==> src/hw/rtl/klhc_pkg.sv <==
package klhc_pkg;

    localparam int KEY_WORD_BITS    = 64;
    localparam int KEY_BITS         = 4 * KEY_WORD_BITS;
    localparam int TIME_BITS        = 48;
    localparam int AGE_BITS         = TIME_BITS + 1;
    localparam int HANDLE_PORT_BITS = 32;
    localparam int OCC_BITS         = 7;

    localparam int ENTRIES_DEF      = 4;
    localparam int HANDLE_BITS_DEF  = 32;

    typedef enum logic [1:0] {
        OP_LOOKUP    = 2'd0,
        OP_STORE     = 2'd1,
        OP_CLEAR     = 2'd2,
        OP_OCCUPANCY = 2'd3
    } t_op;

    typedef enum logic [2:0] {
        ST_IDLE = 3'b001,
        ST_SCAN = 3'b010,
        ST_DONE = 3'b100
    } t_state;

endpackage

==> src/hw/rtl/keyed_lru_handle_cache_unit.sv <==
// A lookup or store goes from ST_IDLE to ST_SCAN, which checks every entry, and then to
// ST_DONE; clear and occupancy reads go from ST_IDLE straight to ST_DONE.
// One item at a time: o_stall is high outside ST_IDLE; ST_DONE waits for a free output
// register, and the scan reads one entry per cycle from the key and metadata memories.
// Reset (synchronous, active low) clears the valid bits, the entry count and both
// handshakes; the memories keep their contents and need no clearing pass.
module keyed_lru_handle_cache_unit #(
    parameter int ENTRIES     = klhc_pkg::ENTRIES_DEF,
    parameter int HANDLE_BITS = klhc_pkg::HANDLE_BITS_DEF
) (
    input  logic                                   i_clk,
    input  logic                                   i_rst_n,

    input  logic                                   i_valid,
    output logic                                   o_stall,
    input  klhc_pkg::t_op                          i_operation,
    input  logic [klhc_pkg::KEY_WORD_BITS-1:0]     i_key_word0,
    input  logic [klhc_pkg::KEY_WORD_BITS-1:0]     i_key_word1,
    input  logic [klhc_pkg::KEY_WORD_BITS-1:0]     i_key_word2,
    input  logic [klhc_pkg::KEY_WORD_BITS-1:0]     i_key_word3,
    input  logic [klhc_pkg::HANDLE_PORT_BITS-1:0]  i_data_handle,
    input  logic [klhc_pkg::TIME_BITS-1:0]         i_time_now,

    output logic                                   o_valid,
    input  logic                                   i_stall,
    output logic                                   o_hit,
    output logic [klhc_pkg::HANDLE_PORT_BITS-1:0]  o_found_handle,
    output logic signed [klhc_pkg::AGE_BITS-1:0]   o_age_ms,
    output logic                                   o_evicted,
    output logic [klhc_pkg::OCC_BITS-1:0]          o_occupancy
);
    import klhc_pkg::*;

    localparam int IDXW   = (ENTRIES > 1) ? $clog2(ENTRIES) : 1;
    localparam int CNTW   = $clog2(ENTRIES + 1);
    localparam int META_W = HANDLE_BITS + 2 * TIME_BITS;

    // Memories: key per entry, and {handle, build time, access time} per entry.
    logic [KEY_BITS-1:0] key_mem  [ENTRIES];
    logic [META_W-1:0]   meta_mem [ENTRIES];

    t_state r_state, n_state;

    // Captured item.
    t_op                   r_op;
    logic [KEY_BITS-1:0]   r_key;
    logic [HANDLE_BITS-1:0] r_handle;
    logic [TIME_BITS-1:0]  r_time;

    // Table control state.
    logic [ENTRIES-1:0]    r_valid;
    logic [CNTW-1:0]       r_count;

    // Scan state.
    logic [CNTW-1:0]       r_issue_cnt;
    logic                  r_chk_v;
    logic [IDXW-1:0]       r_chk_idx;
    logic [KEY_BITS-1:0]   r_key_q;
    logic [META_W-1:0]     r_meta_q;

    logic                  r_match;
    logic [IDXW-1:0]       r_match_idx;
    logic [HANDLE_BITS-1:0] r_match_handle;
    logic [TIME_BITS-1:0]  r_match_build;
    logic                  r_free_found;
    logic [IDXW-1:0]       r_free_idx;
    logic                  r_victim_found;
    logic [IDXW-1:0]       r_victim_idx;
    logic [TIME_BITS-1:0]  r_vt;
    logic [KEY_BITS-1:0]   r_vk;

    // Output register.
    logic                  r_out_valid;
    logic                  r_out_hit;
    logic [HANDLE_PORT_BITS-1:0] r_out_handle;
    logic [AGE_BITS-1:0]   r_out_age;
    logic                  r_out_evicted;
    logic [OCC_BITS-1:0]   r_out_occ;

    logic                  in_take;
    logic                  out_free;
    logic                  rd_en;
    logic [IDXW-1:0]       rd_addr;
    logic                  chk_entry_valid;
    logic [TIME_BITS-1:0]  chk_access;
    logic [TIME_BITS-1:0]  chk_build;
    logic [HANDLE_BITS-1:0] chk_handle;
    logic                  chk_key_eq;
    logic                  chk_older;
    logic                  chk_last;

    logic                  finish;
    logic                  wr_en;
    logic [IDXW-1:0]       wr_addr;
    logic [META_W-1:0]     wr_meta;
    logic                  wr_key_en;
    logic [ENTRIES-1:0]    n_valid;
    logic [CNTW-1:0]       n_count;
    logic                  n_hit;
    logic                  n_evicted;

    assign in_take  = i_valid && !o_stall;
    assign out_free = !r_out_valid || !i_stall;
    assign o_stall  = (r_state != ST_IDLE);

    // Scan read side: one entry address per cycle until all have been issued.
    assign rd_en   = (r_state == ST_SCAN) && (r_issue_cnt < CNTW'(ENTRIES));
    assign rd_addr = r_issue_cnt[IDXW-1:0];

    assign chk_entry_valid = r_valid[r_chk_idx];
    assign chk_access      = r_meta_q[TIME_BITS-1:0];
    assign chk_build       = r_meta_q[2*TIME_BITS-1:TIME_BITS];
    assign chk_handle      = r_meta_q[META_W-1:2*TIME_BITS];
    assign chk_key_eq      = (r_key_q == r_key);
    // The key vector puts word0 on top, so a plain compare gives the key order.
    assign chk_older       = (chk_access < r_vt) || ((chk_access == r_vt) && (r_key_q < r_vk));
    assign chk_last        = r_chk_v && (r_chk_idx == IDXW'(ENTRIES - 1));

    assign finish = (r_state == ST_DONE) && out_free;

    always_comb begin
        n_state = r_state;
        unique case (r_state)
            ST_IDLE: begin
                if (in_take) begin
                    if (i_operation == OP_LOOKUP || i_operation == OP_STORE) begin
                        n_state = ST_SCAN;
                    end else begin
                        n_state = ST_DONE;
                    end
                end
            end
            ST_SCAN: begin
                if (chk_last) begin
                    n_state = ST_DONE;
                end
            end
            ST_DONE: begin
                if (out_free) begin
                    n_state = ST_IDLE;
                end
            end
            default: n_state = ST_IDLE;
        endcase
    end

    // Write-back and result of the finished item.
    always_comb begin
        wr_en     = 1'b0;
        wr_key_en = 1'b0;
        wr_addr   = r_match_idx;
        wr_meta   = {r_handle, r_time, r_time};
        n_valid   = r_valid;
        n_count   = r_count;
        n_hit     = 1'b0;
        n_evicted = 1'b0;
        unique case (r_op)
            OP_LOOKUP: begin
                n_hit   = r_match;
                wr_en   = r_match;
                wr_meta = {r_match_handle, r_match_build, r_time};
            end
            OP_STORE: begin
                priority if (r_match) begin
                    wr_en     = 1'b1;
                    wr_key_en = 1'b1;
                end else if (r_free_found) begin
                    wr_en     = 1'b1;
                    wr_key_en = 1'b1;
                    wr_addr   = r_free_idx;
                    n_valid[r_free_idx] = 1'b1;
                    n_count   = r_count + 1'b1;
                end else begin
                    // Full table: the oldest stored entry is replaced, unless the
                    // new item itself is the oldest, in which case it is dropped.
                    n_evicted = 1'b1;
                    wr_en     = r_victim_found;
                    wr_key_en = r_victim_found;
                    wr_addr   = r_victim_idx;
                end
            end
            OP_CLEAR: begin
                n_valid = '0;
                n_count = '0;
            end
            OP_OCCUPANCY: begin
            end
            default: begin
            end
        endcase
    end

    // Memory ports.
    always_ff @(posedge i_clk) begin
        if (rd_en) begin
            r_key_q  <= key_mem[rd_addr];
            r_meta_q <= meta_mem[rd_addr];
        end
    end

    always_ff @(posedge i_clk) begin
        if (finish && wr_key_en) begin
            key_mem[wr_addr] <= r_key;
        end
        if (finish && wr_en) begin
            meta_mem[wr_addr] <= wr_meta;
        end
    end

    // Control state.
    always_ff @(posedge i_clk) begin
        if (!i_rst_n) begin
            r_state     <= ST_IDLE;
            r_valid     <= '0;
            r_count     <= '0;
            r_chk_v     <= 1'b0;
            r_out_valid <= 1'b0;
        end else begin
            r_state <= n_state;
            r_chk_v <= rd_en;
            if (finish) begin
                r_valid     <= n_valid;
                r_count     <= n_count;
                r_out_valid <= 1'b1;
            end else if (!i_stall) begin
                r_out_valid <= 1'b0;
            end
        end
    end

    // Item capture and scan bookkeeping.
    always_ff @(posedge i_clk) begin
        if (in_take) begin
            r_op           <= i_operation;
            r_key          <= {i_key_word0, i_key_word1, i_key_word2, i_key_word3};
            r_handle       <= HANDLE_BITS'(i_data_handle);
            r_time         <= i_time_now;
            r_vt           <= i_time_now;
            r_vk           <= {i_key_word0, i_key_word1, i_key_word2, i_key_word3};
            r_issue_cnt    <= '0;
            r_match        <= 1'b0;
            r_free_found   <= 1'b0;
            r_victim_found <= 1'b0;
        end else begin
            if (rd_en) begin
                r_issue_cnt <= r_issue_cnt + 1'b1;
                r_chk_idx   <= rd_addr;
            end
            if (r_chk_v) begin
                if (chk_entry_valid && chk_key_eq && !r_match) begin
                    r_match        <= 1'b1;
                    r_match_idx    <= r_chk_idx;
                    r_match_handle <= chk_handle;
                    r_match_build  <= chk_build;
                end
                if (!chk_entry_valid && !r_free_found) begin
                    r_free_found <= 1'b1;
                    r_free_idx   <= r_chk_idx;
                end
                if (chk_entry_valid && chk_older) begin
                    r_victim_found <= 1'b1;
                    r_victim_idx   <= r_chk_idx;
                    r_vt           <= chk_access;
                    r_vk           <= r_key_q;
                end
            end
        end
    end

    // Output payload.
    always_ff @(posedge i_clk) begin
        if (finish) begin
            r_out_hit     <= n_hit;
            r_out_evicted <= n_evicted;
            r_out_occ     <= OCC_BITS'(n_count);
            if (n_hit) begin
                r_out_handle <= HANDLE_PORT_BITS'(r_match_handle);
                r_out_age    <= AGE_BITS'(r_time) - AGE_BITS'(r_match_build);
            end else begin
                r_out_handle <= '0;
                r_out_age    <= '0;
            end
        end
    end

    assign o_valid        = r_out_valid;
    assign o_hit          = r_out_hit;
    assign o_found_handle = r_out_handle;
    assign o_age_ms       = $signed(r_out_age);
    assign o_evicted      = r_out_evicted;
    assign o_occupancy    = r_out_occ;

`ifndef SYNTHESIS
    a_count_matches_valid: assert property (@(posedge i_clk) disable iff (!i_rst_n)
        $countones(r_valid) == 32'(r_count))
        else $error("entry count differs from the number of valid entries");

    a_count_in_range: assert property (@(posedge i_clk) disable iff (!i_rst_n)
        32'(r_count) <= ENTRIES)
        else $error("entry count exceeds the table size");

    a_evict_only_when_full: assert property (@(posedge i_clk) disable iff (!i_rst_n)
        (o_valid && o_evicted) |-> (32'(o_occupancy) == ENTRIES))
        else $error("eviction reported while the table was not full");

    a_hit_without_evict: assert property (@(posedge i_clk) disable iff (!i_rst_n)
        o_valid |-> !(o_hit && o_evicted))
        else $error("hit and eviction reported for the same item");

    a_check_only_in_scan: assert property (@(posedge i_clk) disable iff (!i_rst_n)
        r_chk_v |-> (r_state == ST_SCAN))
        else $error("scan data checked outside the scan");
`endif

endmodule
==> config.mk <==
export PLATFORM = sky130hd
export DESIGN_NAME = keyed_lru_handle_cache_unit
export DESIGN_NICKNAME = d
export VERILOG_FILES = /design/src/hw/rtl/klhc_pkg.sv /design/src/hw/rtl/keyed_lru_handle_cache_unit.sv
export SDC_FILE = /design/constraint.sdc
export NUM_CORES = 2
export LEC_CHECK = 0
export ABC_CLOCK_PERIOD_IN_PS = 48100
export BUFFER_PORTS_ARGS = -buffer_cell sky130_fd_sc_hd__buf_4
export CAP_MARGIN = 40
export CORE_ASPECT_RATIO = 0.7
export CORE_MARGIN = 2
export CORE_UTILIZATION = 60
export DETAILED_ROUTE_END_ITERATION = 10
export GPL_ROUTABILITY_DRIVEN = 1
export PLACE_DENSITY = 0.75
export SETUP_SLACK_MARGIN = 0.4
export SLEW_MARGIN = 20
export SYNTH_ARGS = -nofsm -noshare
export SYNTH_HDL_FRONTEND = slang
export SYNTH_SLANG_ARGS = --single-unit
==> constraint.sdc <==
create_clock -name i_clk -period 48.1 [get_ports i_clk]
set_input_delay 7.215 -clock i_clk [delete_from_list [all_inputs] [get_ports i_clk]]
set_output_delay 7.215 -clock i_clk [all_outputs]
set_load 0.01 [all_outputs]
==> impl_metrics.toml <==
[placement]
gp_congestion = 0.9745
dp_cells = 9192
hpwlAfterDp_microns = 196500
io_buffer_count = 429

[setup_path]
cp.required_ns = 48.64
cp_max_fo = 131
max_stage_delay_ns = 0.63
critPathArrivalTime_ns = 10.09
critPathKind = "in2reg"
crit_slowest_cell = "buf_12"
endpoint_kind = "register"
path_cells = "buf_4 > a21oi_4 > o311a_1 > nand2_1 > nor2_4 > buf_12 > buf_12 > buf_4 > buf_16"
start_kind = "primary input"

[routing]
first_pass_iters = 6
routed_wl_microns = 293200
vias_per_cell = 6.290
drcViolationCount = 0
first_iter_violations = 8983
num_vias = 60837
antenna_left = 0
wl_per_cell_microns = 30.31

[die]
start_util_pct = 60.53
io_pins = 434
die_w_microns = 517.2
die-area_sq_um = 187900
rows = 131
core_sq_um = 182800
die_h_microns = 363.3

[grt]
antenna_found_initial = 45
use_met1_pct = 46.98
grt_pass1_vias = 58779
grt.total_usage_pct = 31.19
grt_pass1_wl_microns = 415900
gr-usage-met2_pct = 43.20
use_met3_pct = 10.45
busiest_layer = "met1"
grt_max_degree = 138
gr-total-overflow = 0

[synthesis]
ys_ff_latch = 2754
synth_edf_count = 2736
yosysTopAreaCell = "edfxtp_1"
yosysSeqAreaShare_pct = 74.59
synthCells = 6387
syn_area_sq_um = 110600
synth.area.top_cells = "edfxtp_1, mux4_2, ha_1"
ys_async_sr_fraction_pct = 0
ys_warn_count = 0
synth.avg_cell_area_sq_um = 17.32
synth_top_area_share_pct = 74.27
ys_types = 69
ys.flop_type = "edfxtp_1"

[sta]
rsz0062_at_grt = "no"
finalCriticalPeriod_ns = 9.551
setup_violations = 0
post-route-period-util_pct = 19.86
fin_skew_ns = 0.05757
hold_viol = 0
slew_headroom_pct = 28.45
fmax_ghz = 0.1047
final.setup.tns_ns = 0
worst_slew_pin_slew_ns = 1.073
drv_slew = 0

[pwr]
p_switching_w = 0.001217
sequentialPowerShare_pct = 54.4
pwr-share-clk_pct = 37.2
p_per_area_nw_per_um2 = 41.30
switching_share_pct = 23.43
ir_drop_v = 0.00003404
p_int_w = 0.003975
power.leakage_nw = 44.84
p_comb_share_pct = 8.4

[clock_tree]
htree_levels = 4
cts_tree = "built"
cts_hold_buffers = 0
cts_max_path_buffers = 4
cts_buffers = 248
clk_latency_ns = 0.90
cts_setup_buffers = 0
clk_pin_slew_ns = 0.07
cts_resized = 0
clock-root-buffer = "clkbuf_16"
clock-sinks = 2754

[outcome]
outcome = "finished clean"

[final_layout]
drive_above_1_share_pct = 19.41
fillers = 11651
nNetsFinal = 7698
syn_to_final_growth_pct = 13.64
stdcell_count = 9672
utilization_pct = 68.79

[flow_run]
max_cap_violations = 0

[min_path]
worst_hold_path_type = "reg2reg"
## routing by layer
layer | vias to the layer above | wire, microns
met5 | - | 368
met4 | 26 | 10300
met3 | 515 | 41050
met2 | 3638 | 124900
met1 | 30858 | 116600
li1 | 25800 | -
## power groups by stage
stage	Clock [W]	Combinational [W]	Sequential (W)
after floorplan	0	0.000250	0.00289
after global placement	0	0.000402	0.00287
after detailed placement	0	0.000424	0.00287
after CTS	0.00195	0.000427	0.00282
after global routing	0.00204	0.000469	0.00283
final	0.00193	0.000436	0.00282
## kinds of logic (layout without fill, tap and decap cells)
kind of cell	Yosys count	after routing	share of synthesized area, %
fa+ha+maj	357	357	4.044
mux	468	468	8.677
xor+xnor	161	161	1.275
other cells	1	23	0.003390
flops	2754	2754	74.59
simple gates	1298	1298	5.109
buf+inv	702	1505	2.397
compound gates	646	646	3.903
## layout make-up
cell class / instances / area, sq um / share of cell area (%)
Clock buffer: 294 / 6400 / 5.091
Clock inverter: 150 / 1319 / 1.049
Tap cell: 2460 / 3078 / 2.448
Timing Repair Buffer: 553 / 4810 / 3.826
Sequential cell: 2754 / 82530 / 65.65
Multi-Input combinational cell: 2934 / 25620 / 20.38
Antenna cell: 19 / 47.55 / 0.03782
Inverter: 508 / 1914 / 1.523
## sequential cells by signal (all words and copies together), names as in the netlist, 3 cells and up
register	flops
r_issue_cnt	3
r_handle	32
o_occupancy	3
o_age_ms	49
r_valid	4
key_mem	1024
r_match_handle	32
r_count	3
r_key_q	256
r_key	256
meta_mem	512
r_match_build	48
r_vk	256
r_meta_q	128
o_found_handle	32
r_vt	48
r_time	48
r_state	3
## stage by stage
step	hold slack, ns	power, W	area [sq um]	worst slack (ns)
final	0.4019	0.005191	125700	38.55
after detailed placement	0.4045	0.003296	117700	37.03
after floorplan	0.4003	0.003139	110600	17.35
after CTS	0.4052	0.005198	125400	37.98
after global placement	0.4006	0.003271	117000	37.01
after global routing	0.4221	0.005337	125700	38.44
## cells in the mapped netlist (18+ instances only)
cell / count
mux4_2: 385
xor2_1: 85
o22ai_1: 42
mux2_2: 78
and3_1: 38
dfxtp_1: 18
clkbuf_1: 137
nor2_1: 113
o2bb2ai_1: 20
edfxtp_1: 2736
a21o_1: 148
nor3_1: 33
a221oi_1: 37
ha_1: 356
a21oi_1: 129
nand2_1: 862
o21ai_0: 136
xnor2_1: 76
nor4_1: 41
nand4_1: 115
buf_1: 52
nor2b_1: 27
nand2b_1: 22
inv_1: 508
## cells in the final DEF, fill, tap and decap left out, types with 21 or more instances in the layout
| master | netlist | final |
|---|---|---|
| nor4_1 | 41 | 40 |
| buf_4 | 4 | 498 |
| a221oi_1 | 37 | 37 |
| inv_1 | 508 | 507 |
| nor3_1 | 33 | 33 |
| nand4_1 | 115 | 115 |
| clkinv_2 | 0 | 59 |
| o22ai_1 | 42 | 42 |
| nand2b_1 | 22 | 22 |
| and3_1 | 38 | 37 |
| clkinv_1 | 0 | 50 |
| buf_12 | 0 | 27 |
| bufinv_16 | 0 | 21 |
| nor2b_1 | 27 | 27 |
| edfxtp_1 | 2736 | 2736 |
| ha_1 | 356 | 355 |
| nor2_1 | 113 | 105 |
| xor2_1 | 85 | 84 |
| mux2_2 | 78 | 78 |
| nand2_1 | 862 | 860 |
| mux4_2 | 385 | 385 |
| a21o_1 | 148 | 148 |
| xnor2_1 | 76 | 74 |
| o21ai_0 | 136 | 136 |
| clkbuf_16 | 0 | 249 |
| clkbuf_1 | 137 | 45 |
| a21oi_1 | 129 | 127 |
## worst paths after layout
kind                     start                end  slack [ns]  depth (start not counted)
setup / recovery       i_stall    key_mem[1][106]       38.55                          9
hold / removal    r_meta_q[77]  r_match_build[29]        0.40                          0
hold reg to reg   r_meta_q[77]  r_match_build[29]        0.40                          0
setup reg to reg  r_key_q[190]          r_vk[103]       42.33                         16
## critical path, delay by kind of cell
kind	cells	cell delay, ns
buffers and inverters	5	1.72
AOI/OAI and AO/OA	2	0.52
and+or+nand+nor	2	0.39
(Power assumes the default switching activity.)
